--- config.mk ---
export PLATFORM = sky130hd
export DESIGN_NAME = bssa_cell
export DESIGN_NICKNAME = d
export VERILOG_FILES = /design/src/sv/bssa_pkg.sv /design/src/sv/bssa_cell.sv
export SDC_FILE = /design/constraint.sdc
export NUM_CORES = 1
export LEC_CHECK = 0
export BUFFER_PORTS_ARGS = -buffer_cell sky130_fd_sc_hd__buf_2
export CAP_MARGIN = 20
export CORE_AREA = 2 2 120 122
export DETAILED_ROUTE_END_ITERATION = 16
export DIE_AREA = 0 0 122 124
export PLACE_DENSITY_LB_ADDON = 0.12
export SLEW_MARGIN = 20
export SYNTH_ARGS = -nofsm -noshare
export SYNTH_HDL_FRONTEND = slang
export SYNTH_SLANG_ARGS = --single-unit
--- constraint.sdc ---
create_clock -name clock -period 6.8 [get_ports clock]
set_input_delay 1.36 -clock clock [delete_from_list [all_inputs] [get_ports clock]]
set_output_delay 1.36 -clock clock [all_outputs]
set_load 0.05 [all_outputs]
--- src/sv/bssa_pkg.sv ---
package bssa_pkg;

   localparam int MAX_ENTRIES_DEF = 32;

   localparam logic [31:0] IO_TYPE_MASK  = 32'h0000_0003;
   localparam logic [31:0] MEM_TYPE_MASK = 32'h0000_000F;

   localparam logic CSR_MEM_WINDOW_BASE = 1'b0;
   localparam logic CSR_IO_WINDOW_BASE  = 1'b1;

   typedef struct packed {
      logic [10:0] tag;
      logic [31:0] value;
      logic [31:0] size;
   } entry_type;

   typedef struct packed {
      logic insert;
      logic pop;
   } cell_ctl_type;

   typedef enum logic {
      ST_COLLECT,
      ST_EMIT
   } state_type;

endpackage

--- src/sv/bssa_cell.sv ---
module bssa_cell import bssa_pkg::*; (
   input  logic         clock,
   input  logic         reset,
   input  cell_ctl_type ctl,
   input  entry_type    new_entry,
   input  logic         left_cond,
   input  entry_type    left_entry,
   input  logic         left_valid,
   input  entry_type    right_entry,
   input  logic         right_valid,
   output logic         cond,
   output entry_type    entry,
   output logic         valid
);

   entry_type entry_ff, entry_in;
   logic      valid_ff, valid_in;

   // The new item belongs here or further up when this cell is empty or smaller.
   assign cond = !valid_ff || (entry_ff.size < new_entry.size);

   always_comb begin
      entry_in = entry_ff;
      valid_in = valid_ff;
      if (ctl.pop) begin
         entry_in = right_entry;
         valid_in = right_valid;
      end else if (ctl.insert) begin
         if (left_cond) begin
            entry_in = left_entry;
            valid_in = left_valid;
         end else if (cond) begin
            entry_in = new_entry;
            valid_in = 1'b1;
         end
      end
   end

   always_ff @(posedge clock) begin
      if (reset) begin
         valid_ff <= 1'b0;
      end else begin
         valid_ff <= valid_in;
      end
      entry_ff <= entry_in;
   end

   assign entry = entry_ff;
   assign valid = valid_ff;

endmodule

==> summary.md, run 1 <==
| Metric | Value |
|---|---|
| Status | `complete, no violations` |
| Post-Syn Nets | `708` |
| Vias per cell | `4.64` |
| Switching Fraction | `between 30% and 40%` |
| Core ar. | `13700 um^2` |
| Via count | `4308` |
| Nets | `1005` |
| Initial Util | `33.6%` |
| Yosys cell types | `28` |
| Worst setup path category | `in2out` |
| # clock sinks | `76` |
| Worst vdd ir | `0.117 mV` |
| Seq pwr share | `40.2%` |
| Final worst-path cycle share | `68.9%` |
| Vias in the first global route | `4096` |
| ANT nets after route | `0` |
| Worst Setup End Kind | `primary output` |
| Post-layout minimum cycle time | `4690 ps` |
| Post-synth top area share | `48.9%` |
| Layout area overhead | `43.6%` |
| Gp weighted congestion | `between 0.8 and 0.9` |
| Dpl hpwl | `11.2 mm` |
| Comb pwr share | `30.4%` |
| Synth Instances | `roughly 450` |
| Pleak | `3.38 nW` |
| Max Fclk | `0.213 GHz` |
| Inserted Clock Buffers | `9` |
| Synth Register Bits | `76` |
| Worst hold-check path type | `reg2reg` |
| Max Cap Viol | `0` |
| Clk_skew | `5.42 ps` |
| Largest cells by area after synthesis | `edfxtp_1, mux2i_1, o21ai_1` |
| Post-Syn Area per Cell | `10.4 um^2` |
| Post-Layout Cell Count | `928` |
| Warnings, synthesis | `0` |
| Io pins | `309` |
| Setup violations, final | `0` |
| Final wirelength | `roughly 14 mm` |
| Clk pin slew, worst setup/hold paths | `60 ps` |
| Critical path startpoint | `new_entry[2]` |
| DR WL/cell | `15.0 um` |
| Sequential share of the synthesized area | `about half` |
| Reg-to-reg slack, setup | `between 3000 and 4000 ps` |
| Maximum number of pins on one net before global-route repair | `97` |
| Slew HR | `42.9%` |
| Tightest Pin Transition | `857 ps` |
| Die H | `124 um` |
| Post-cts sizing count | `0` |
| Cells after DPL | `910` |
| RSZ-0062 raised after global routing | `no` |
| Endpoints failing hold | `0` |
| P_int | `approximately 960 uW` |
| First-pass GRT wire length | `20.1 mm` |
| Area leader, netlist | `edfxtp_1` |
| Initial antenna violation count | `2` |
| CTS tree | `yes` |
| Placement row count | `43` |
| H-tree depth | `3` |
| Arr. time, crit path | `3330 ps` |
| DRC Markers | `0` |
| Gr ovfl total | `0` |
| Max FO, Critical Path | `2` |
| Power per cell area | `222 nW/um^2` |
| Critical R2R Launch | `entry[2]` |
| Max-slew violation count | `0` |
| Clock share of power | `29.4%` |
| Net Switching | `just over 500 uW` |
| Startpoint types | `input port` |
| Layout cell share with drive strength beyond 1 | `44.2%` |
| Post-CTS setup buffer count | `0` |
| Total iterations of the first detailed-routing run | `4` |
| CTS root buffer | `clkbuf_16` |
| CTS Buffer Depth | `2` |
| Drt initial violations | `approximately 170` |
| Worst reg2reg path depth | `9` |
| Netlist Area Pre-Place | `around 4600 um^2` |
| IO Port Bufs | `308` |
| Required @ worst endpoint | `between 5000 and 6000 ps` |
| GR Util All Layers | `between 10% and 20%` |
| Crit path to | `cond` |
| R2R Path End | `entry[28]` |
| Hold Path Depth | `4` |
| Latest clock arrival within the worst-skew pair | `330 ps` |
| Die ar. | `15100 um^2` |
| Setup tns final | `0 ps` |
| Die W | `122 um` |
| Hold buffers post-CTS | `0` |
==> logic make-up (layout without fill, tap and decap cells) <==
logic type	Yosys count	after routing	synth area share (%)
adders and majority gates	31	31	8.42
other	0	1	0
buffers and inverters	57	359	4.89
AOI/OAI and AO/OA	104	104	12.2
muxes	75	75	16.3
and+or+nand+nor	102	102	8.91
DFF	76	76	49.3
==> final cells by class <==
| type | count | area [um^2] |
|---|---|---|
| multi-input cells | 312 | 2120 |
| clock inverters | 6 | 41.3 |
| flip-flops and latches | 76 | 2270 |
| diodes | 1 | 2.50 |
| well taps | 180 | 225 |
| clock buffers | 10 | 229 |
| repair buffers | 312 | 1610 |
| inverters | 31 | 116 |
| fillers | 1355 | 7100 |
==> synthesized netlist by cell type (all sizes together) <==
library cell	count
nor3b	1
nor4	1
nand4	4
nor2	6
nand2	85
edfxtp	75
nand3	2
ha	31
dfxtp	1
a211oi	2
a221oi	1
mux2i	75
and4	1
a21oi	14
o2bb2ai	1
a21o	1
nor2b	1
o22ai	1
o311a	1
a41oi	1
buf	9
inv	31
nor3	1
o21ai	81
clkbuf	17
o211ai	1
==> worst min-delay path by stage <==
| stage | start | to | slack [ps] |
|---|---|---|---|
| floorplan | valid | valid | 930 |
| global route | valid | valid | 790 |
| detailed placement | valid | valid | 720 |
| finish | valid | valid | 730 |
| global placement | valid | valid | 700 |
| CTS | valid | valid | 730 |
==> power groups by stage <==
stage / combinational, mW / clock, mW / sequential [mW]
floorplan: 0.131 / 0 / 0.768
global placement: 0.445 / 0 / 0.599
detailed placement: 0.449 / 0 / 0.600
CTS: 0.450 / 0.447 / 0.591
global route: 0.484 / 0.467 / 0.597
finish: 0.446 / 0.431 / 0.590
==> metal layers <==
layer	GRT usage [%]	part of all wire [%]	vias to the layer above
met1	19.3	37	1904
met2	31.2	50	193
met5	0	0.12	-
met3	6.36	11	13
li1	-	-	2196
met4	5.96	1.2	2
==> sequential cells by signal, summed over array words and instances, names as in the netlist <==
register / cells
entry: 75
valid: 1
==> stage by stage <==
step / instance area [um^2] / worst slack, ps / util (%) / hold WS, ps / power (mW)
detailed placement: 6320 / 2070 / 46.0 / 717 / 1.05
finish: 6620 / 2110 / 48.2 / 734 / 1.47
floorplan: 4610 / 48.0 / - / 929 / 0.899
global route: 6610 / 1980 / 48.2 / 794 / 1.55
global placement: 6320 / 2030 / 46.0 / 699 / 1.04
CTS: 6590 / 2060 / 48.0 / 732 / 1.49
==> worst max-delay path, stage by stage <==
cell	delay [ps]
buf_2	90
inv_1	40
ha_1	310
a211oi_2	210
o21ai_1	110
a41oi_2	200
nor3_1	80
o311a_1	420
o21ai_1	200
buf_2	300
==> layout by cell type (no fill, tap or decap) <==
master	netlist	final
buf_4	0	4
clkbuf_1	17	1
o311a_1	1	1
a211oi_2	1	1
edfxtp_1	75	75
a21oi_4	0	1
o211ai_1	1	1
nor3b_1	1	1
dfxtp_1	1	1
clkinv_4	0	1
a41oi_2	1	1
buf_16	0	1
nand3_1	2	2
mux2i_1	75	75
nor2_1	6	6
clkbuf_16	0	9
nand2_1	85	85
nor3_1	1	1
clkinvlp_4	0	3
ha_1	31	31
nand4_1	4	4
nor2b_1	1	1
o2bb2ai_1	1	1
inv_1	31	31
nor4_1	1	1
a211oi_1	1	1
o21ai_1	78	78
buf_12	0	1
buf_2	9	306
o22ai_1	1	1
a221oi_1	1	1
diode_2	0	1
a21o_1	1	1
and4_1	1	1
o21ai_0	3	3
a21oi_1	14	13
clkinv_2	0	2
(Power assumes the default switching activity.)
==> run 2, diff against run 1 <==
==> constraint.sdc (replaced) <==
create_clock -name clock -period 4.8 [get_ports clock]
set_input_delay 0.96 -clock clock [delete_from_list [all_inputs] [get_ports clock]]
set_output_delay 0.96 -clock clock [all_outputs]
set_load 0.05 [all_outputs]
==> summary.md, run 2 (synthesis gave the netlist of run 1 again) <==
| Metric | Value |
|---|---|
| Clk pin slew, worst setup/hold paths | `50 ps (was 60 ps)` |
| Endpoints failing hold | `0 (unchanged)` |
| GR Util All Layers | `17.2% (was 17.5%)` |
| Die H | `124 um (unchanged)` |
| Cells after DPL | `910 (unchanged)` |
| Slowest cell on crit path | `o311a_1 (unchanged)` |
| Critical R2R Launch | `entry[2] (unchanged)` |
| Layout area overhead | `43.5% (was 43.6%)` |
| Slew HR | `42.9% (about the same)` |
| Max reg flops | `75 (unchanged)` |
| Arr. time, crit path | `2870 ps (was 3330 ps)` |
| Worst vdd ir | `0.137 mV (was 0.117 mV)` |
| Setup violations, final | `0 (unchanged)` |
| Latest clock arrival within the worst-skew pair | `330 ps (about the same)` |
| Busiest grt layer | `met2 (unchanged)` |
| DRC Markers | `0 (unchanged)` |
| Final wirelength | `13.6 mm (was 13.9 mm)` |
| Inserted Clock Buffers | `9 (unchanged)` |
| DR WL/cell | `14.6 um (was 15.0 um)` |
| Max Cap Viol | `0 (unchanged)` |
| CTS tree | `yes (unchanged)` |
| Maximum number of pins on one net before global-route repair | `97 (unchanged)` |
| Tightest Pin Transition | `856 ps (was 857 ps)` |
| Global Route met3 Usage | `7.55% (was 6.36%)` |
| Hold_ws | `753 ps (was 734 ps)` |
| Setup tns final | `0 ps (unchanged)` |
| Post-cts sizing count | `0 (unchanged)` |
| Layout cell share with drive strength beyond 1 | `44.2% (about the same)` |
| Post-CTS setup buffer count | `0 (unchanged)` |
| Final worst-path cycle share | `79.9%` |
| Worst Setup End Kind | `primary output (unchanged)` |
| Placed standard-cell area | `6320 um^2 (unchanged)` |
| H-tree depth | `3 (unchanged)` |
| Post-route design area | `6610 um^2 (was 6620 um^2)` |
| Met2 Use GR | `31.4% (was 31.2%)` |
| Final core occ | `48.2% (about the same)` |
| Max Fclk | `0.261 GHz` |
| Pleak | `3.39 nW (was 3.38 nW)` |
| Via count | `4277 (was 4308)` |
| Dpl hpwl | `11.0 mm (was 11.2 mm)` |
| Met1 Use GR | `18.3% (was 19.3%)` |
| Post-route setup slack | `967 ps (was 2110 ps)` |
| Drt initial violations | `128 (was 174)` |
| Critical path cell sequence | `buf_2 > inv_1 > ha_1 > a211oi_2 > o21ai_1 > a41oi_2 > nor3_1 > o311a_1 > o21ai_1 > buf_2 (unchanged)` |
| IO Port Bufs | `308 (unchanged)` |
| Initial antenna violation count | `1 (was 2)` |
| CTS Buffer Depth | `2 (unchanged)` |
| # fillers | `1342 (was 1355)` |
| Max FO, Critical Path | `2 (unchanged)` |
| Total power | `2.13 mW (was 1.47 mW)` |
| Initial Util | `33.6% (unchanged)` |
| Placement row count | `43 (unchanged)` |
| Vias in the first global route | `4138 (was 4096)` |
| Gr ovfl total | `0 (unchanged)` |
| Status | `complete, no violations (unchanged)` |
| Most common cell after layout, fill and taps aside | `buf_2 (unchanged)` |
| Nets | `1004 (was 1005)` |
| R2R Path End | `entry[67] (was entry[28])` |
| RSZ-0062 raised after global routing | `no (unchanged)` |
| Worst reg2reg path depth | `8 (was 9)` |
| Critical hold path startpoint | `valid (unchanged)` |
| Die ar. | `15100 um^2 (unchanged)` |
| Commonest non-fill, non-tap cells in the layout | `buf_2, nand2_1, o21ai_1 (unchanged)` |
| Startpoint types | `input port (unchanged)` |
| Required @ worst endpoint | `3840 ps (was 5440 ps)` |
| Die W | `122 um (unchanged)` |
| Max incr delay on CP | `400 ps (was 420 ps)` |
| CTS root buffer | `clkbuf_16 (unchanged)` |
| ANT nets after route | `0 (unchanged)` |
| First-pass GRT wire length | `19.8 mm (was 20.1 mm)` |
| Post-Layout Cell Count | `927 (was 928)` |
| Vias per cell | `4.61 (was 4.64)` |
| Reg-to-reg slack, setup | `2070 ps (was 3810 ps)` |
| # clock sinks | `76 (unchanged)` |
| Post-place setup slack | `940 ps (was 2070 ps)` |
| Gp weighted congestion | `0.799 (was 0.836)` |
| Clk_skew | `8.17 ps (was 5.42 ps)` |
| Hold Path Depth | `4 (unchanged)` |
| Hold buffers post-CTS | `0 (unchanged)` |
| Worst setup path category | `in2out (unchanged)` |
| Max-slew violation count | `0 (unchanged)` |
| Worst hold-check path type | `reg2reg (unchanged)` |
| Power per cell area | `322 nW/um^2 (was 222 nW/um^2)` |
| Io pins | `309 (unchanged)` |
| Post-layout minimum cycle time | `3830 ps` |
| Core ar. | `13700 um^2 (unchanged)` |
| Total iterations of the first detailed-routing run | `4 (unchanged)` |
| Worst hold endpoint | `valid (unchanged)` |
[run 2: changes by cell type in the layout (fill, tap and decap cells not counted), sizes merged]
cell      previous run  this run
bufinv               0         1
buf                312       311
clkinv               3         6
clkbuf              10         9
clkinvlp             3         0
[run 2: worst max path at each step]
stage	startpoint	endpoint	cells past startpoint
2_1_floorplan	new_entry[2]	entry[0]	8
3_3_place_gp	new_entry[2]	cond	10
3_5_place_dp	new_entry[2]	cond	10
4_1_cts	new_entry[2]	cond	10
5_1_grt	new_entry[2]	cond	10
6_report	new_entry[2]	cond	10
[run 2: worst max-delay path: cells and delay by family]
family	cells	cell delay, ps
buffers and inverters	3	420
and+or+nand+nor	1	80
AOI/OAI and AO/OA	5	1110
adders and majority gates	1	310
[run 2: routing by layer]
metal | share of wire [%] | routed length [um]
met4 | 0.99 | 134
met5 | 0 | 0
met3 | 10 | 1390
met2 | 51 | 6920
met1 | 38 | 5110
[run 2: where the power goes]
part           switching [mW]  internal, mW
Combinational           0.427         0.201
Sequential             0.0250         0.812
Clock                   0.262         0.400
Total                   0.714          1.41
[run 2: layout make-up]
cell class	instances	area [um^2]	share of cell area [%]
clock buffers	9	225	3.41
flip-flops and latches	76	2270	34.4
clock inverters	7	67.6	1.02
repair buffers	311	1580	23.9
multi-input cells	312	2120	32.1
inverters	31	116	1.76
diodes	1	2.50	0.0379
well taps	180	225	3.41
==> run 3, diff against run 2 <==
==> constraint.sdc (replaced) <==
create_clock -name clock -period 3.43 [get_ports clock]
set_input_delay 0.686 -clock clock [delete_from_list [all_inputs] [get_ports clock]]
set_output_delay 0.686 -clock clock [all_outputs]
set_load 0.05 [all_outputs]
==> summary.md, run 3 (synthesis gave the netlist of run 1 again) <==
| Metric | Value |
|---|---|
| Die H | `124 um (unchanged)` |
| Endpoints failing hold | `0 (unchanged)` |
| DR WL/cell | `14.9 um (was 14.6 um)` |
| Dpl hpwl | `11.1 mm (was 11.0 mm)` |
| Drt initial violations | `197 (was 128)` |
| Layout area overhead | `44.3% (was 43.5%)` |
| Worst hold-check path type | `in2reg (was reg2reg)` |
| Power per cell area | `436 nW/um^2 (was 322 nW/um^2)` |
| Io pins | `309 (unchanged)` |
| Slowest cell on crit path | `o311a_1 (unchanged)` |
| First-pass GRT wire length | `20.3 mm (was 19.8 mm)` |
| Max-slew violation count | `0 (unchanged)` |
| Top delay family on crit path | `compound AO/OA/AOI/OAI gates (unchanged)` |
| Post-layout minimum cycle time | `3120 ps` |
| ANT nets after route | `0 (unchanged)` |
| Worst vdd ir | `0.228 mV (was 0.137 mV)` |
| Pleak | `3.39 nW (about the same)` |
| Inserted Clock Buffers | `9 (unchanged)` |
| Initial antenna violation count | `0 (was 1)` |
| Die ar. | `15100 um^2 (unchanged)` |
| Core ar. | `13700 um^2 (unchanged)` |
| Area of the multi-input gates | `2150 um^2 (was 2120 um^2)` |
| GR Util All Layers | `17.7% (was 17.2%)` |
| Hold buffers post-CTS | `0 (unchanged)` |
| Required @ worst endpoint | `2740 ps (was 3840 ps)` |
| Post-route design area | `6650 um^2 (was 6610 um^2)` |
| FF/Latch Area | `2270 um^2 (unchanged)` |
| Setup tns final | `0 ps (unchanged)` |
| Total iterations of the first detailed-routing run | `6 (was 4)` |
| Post-Layout Cell Count | `927 (unchanged)` |
| Max FO, Critical Path | `2 (unchanged)` |
| Status | `complete, no violations (unchanged)` |
| Initial Util | `33.6% (unchanged)` |
| Tightest Pin Transition | `672 ps (was 856 ps)` |
| # fillers | `1331 (was 1342)` |
| H-tree depth | `3 (unchanged)` |
| Maximum number of pins on one net before global-route repair | `77 (was 97)` |
| Placement row count | `43 (unchanged)` |
| DRC Markers | `0 (unchanged)` |
| # clock sinks | `76 (unchanged)` |
| Commonest non-fill, non-tap cells in the layout | `buf_2, nand2_1, o21ai_1 (unchanged)` |
| Most common cell after layout, fill and taps aside | `buf_2 (unchanged)` |
| Worst setup path category | `in2out (unchanged)` |
| Arr. time, crit path | `2430 ps (was 2870 ps)` |
| CTS tree | `yes (unchanged)` |
| Max incr delay on CP | `340 ps (was 400 ps)` |
| Setup violations, final | `0 (unchanged)` |
| Clk pin slew, worst setup/hold paths | `50 ps (about the same)` |
| Nets | `1006 (was 1004)` |
| Post-cts sizing count | `0 (unchanged)` |
| Final worst-path cycle share | `91.0%` |
| Max Cap Viol | `0 (unchanged)` |
| Gp weighted congestion | `0.802 (was 0.799)` |
| Final wirelength | `13.8 mm (was 13.6 mm)` |
| Latest clock arrival within the worst-skew pair | `330 ps (about the same)` |
| Vias per cell | `4.62 (was 4.61)` |
| Max reg flops | `75 (unchanged)` |
| Startpoint types | `input port (unchanged)` |
| Buf/Inv on CP | `3 (unchanged)` |
| Vias in the first global route | `4355 (was 4138)` |
| Layout cell share with drive strength beyond 1 | `44.6% (was 44.2%)` |
| CTS Buffer Depth | `2 (unchanged)` |
| Cells after DPL | `912 (was 910)` |
| IO Port Bufs | `308 (unchanged)` |
| Clk_skew | `7.54 ps (was 8.17 ps)` |
| Via count | `4287 (was 4277)` |
| Max Fclk | `roughly 0.32 GHz` |
| Placed standard-cell area | `6390 um^2 (was 6320 um^2)` |
| CTS root buffer | `clkbuf_16 (unchanged)` |
| Slew HR | `55.2% (was 42.9%)` |
| Worst Setup End Kind | `primary output (unchanged)` |
| Gr ovfl total | `0 (unchanged)` |
| RSZ-0062 raised after global routing | `no (unchanged)` |
| Post-CTS setup buffer count | `0 (unchanged)` |
| Ant. Diodes | `0 (was 1)` |
| Die W | `122 um (unchanged)` |
| Critical path cell sequence | `buf_2 > inv_1 > ha_1 > a21oi_1 > o21ai_1 > a41oi_2 > nor3_1 > o311a_1 > o21ai_1 > buf_2 (was buf_2 > inv_1 > ha_1 > a211oi_2 > o21ai_1 > a41oi_2 > nor3_1 > o311a_1 > o21ai_1 > buf_2)` |
-- run 3: power by group --
part	switching, mW	internal (mW)
combinational	0.601	0.291
clock	0.352	0.481
sequential	0.0363	1.14
-- run 3: path summary, 6_finish.rpt --
check / startpoint / endpoint / slack [ps] / cells after the start
worst max-delay path: new_entry[7] / cond / 310 / 10
worst min-delay path: reset / valid / 540 / 2
worst max register to register: entry[2] / entry[73] / 1010 / 8
worst min register to register: valid / valid / 730 / 4
-- run 3: area by class of cell --
cell class                 count  share of cell area, %
tap                          180                   3.39
inverter                      31                   1.75
timing repair buffer         313                   24.4
clock inverter                 5                  0.452
clock buffer                  10                   3.45
sequential                    76                   34.2
multi-input combinational    312                   32.4
-- run 3: metal layers --
| layer | up-vias | global-route usage (%) | routed length [um] | part of all wire, % |
|---|---|---|---|---|
| li1 | 2201 | - | - | - |
| met1 | 1908 | 18.1 | 5020 | 36 |
| met2 | 168 | 34.1 | 7430 | 54 |
| met3 | 10 | 5.36 | 1170 | 8.5 |
| met4 | 0 | 5.68 | 170 | 1.2 |
| met5 | - | 0 | 0 | 0 |
-- run 3: stage by stage --
stage | utilization, % | hold WS, ps | total power [mW] | setup slack, ps
after floorplan | - | 758 | 1.79 | 9.81
after global placement | 46.6 | 702 | 2.08 | 287
after detailed placement | 46.6 | 705 | 2.09 | 288
after CTS | 48.4 | 532 | 2.95 | 281
after global routing | 48.4 | 532 | 3.05 | 162
final | 48.4 | 544 | 2.90 | 310
-- run 3: worst reg2reg max path: cells and delay by family (launching register included) --
kind                       cells  cell delay (ps)
AOI/OAI and AO/OA              5             1010
adders and majority gates      1              270
buffers and inverters          1              270
DFF                            1              440
and+or+nand+nor                1               90
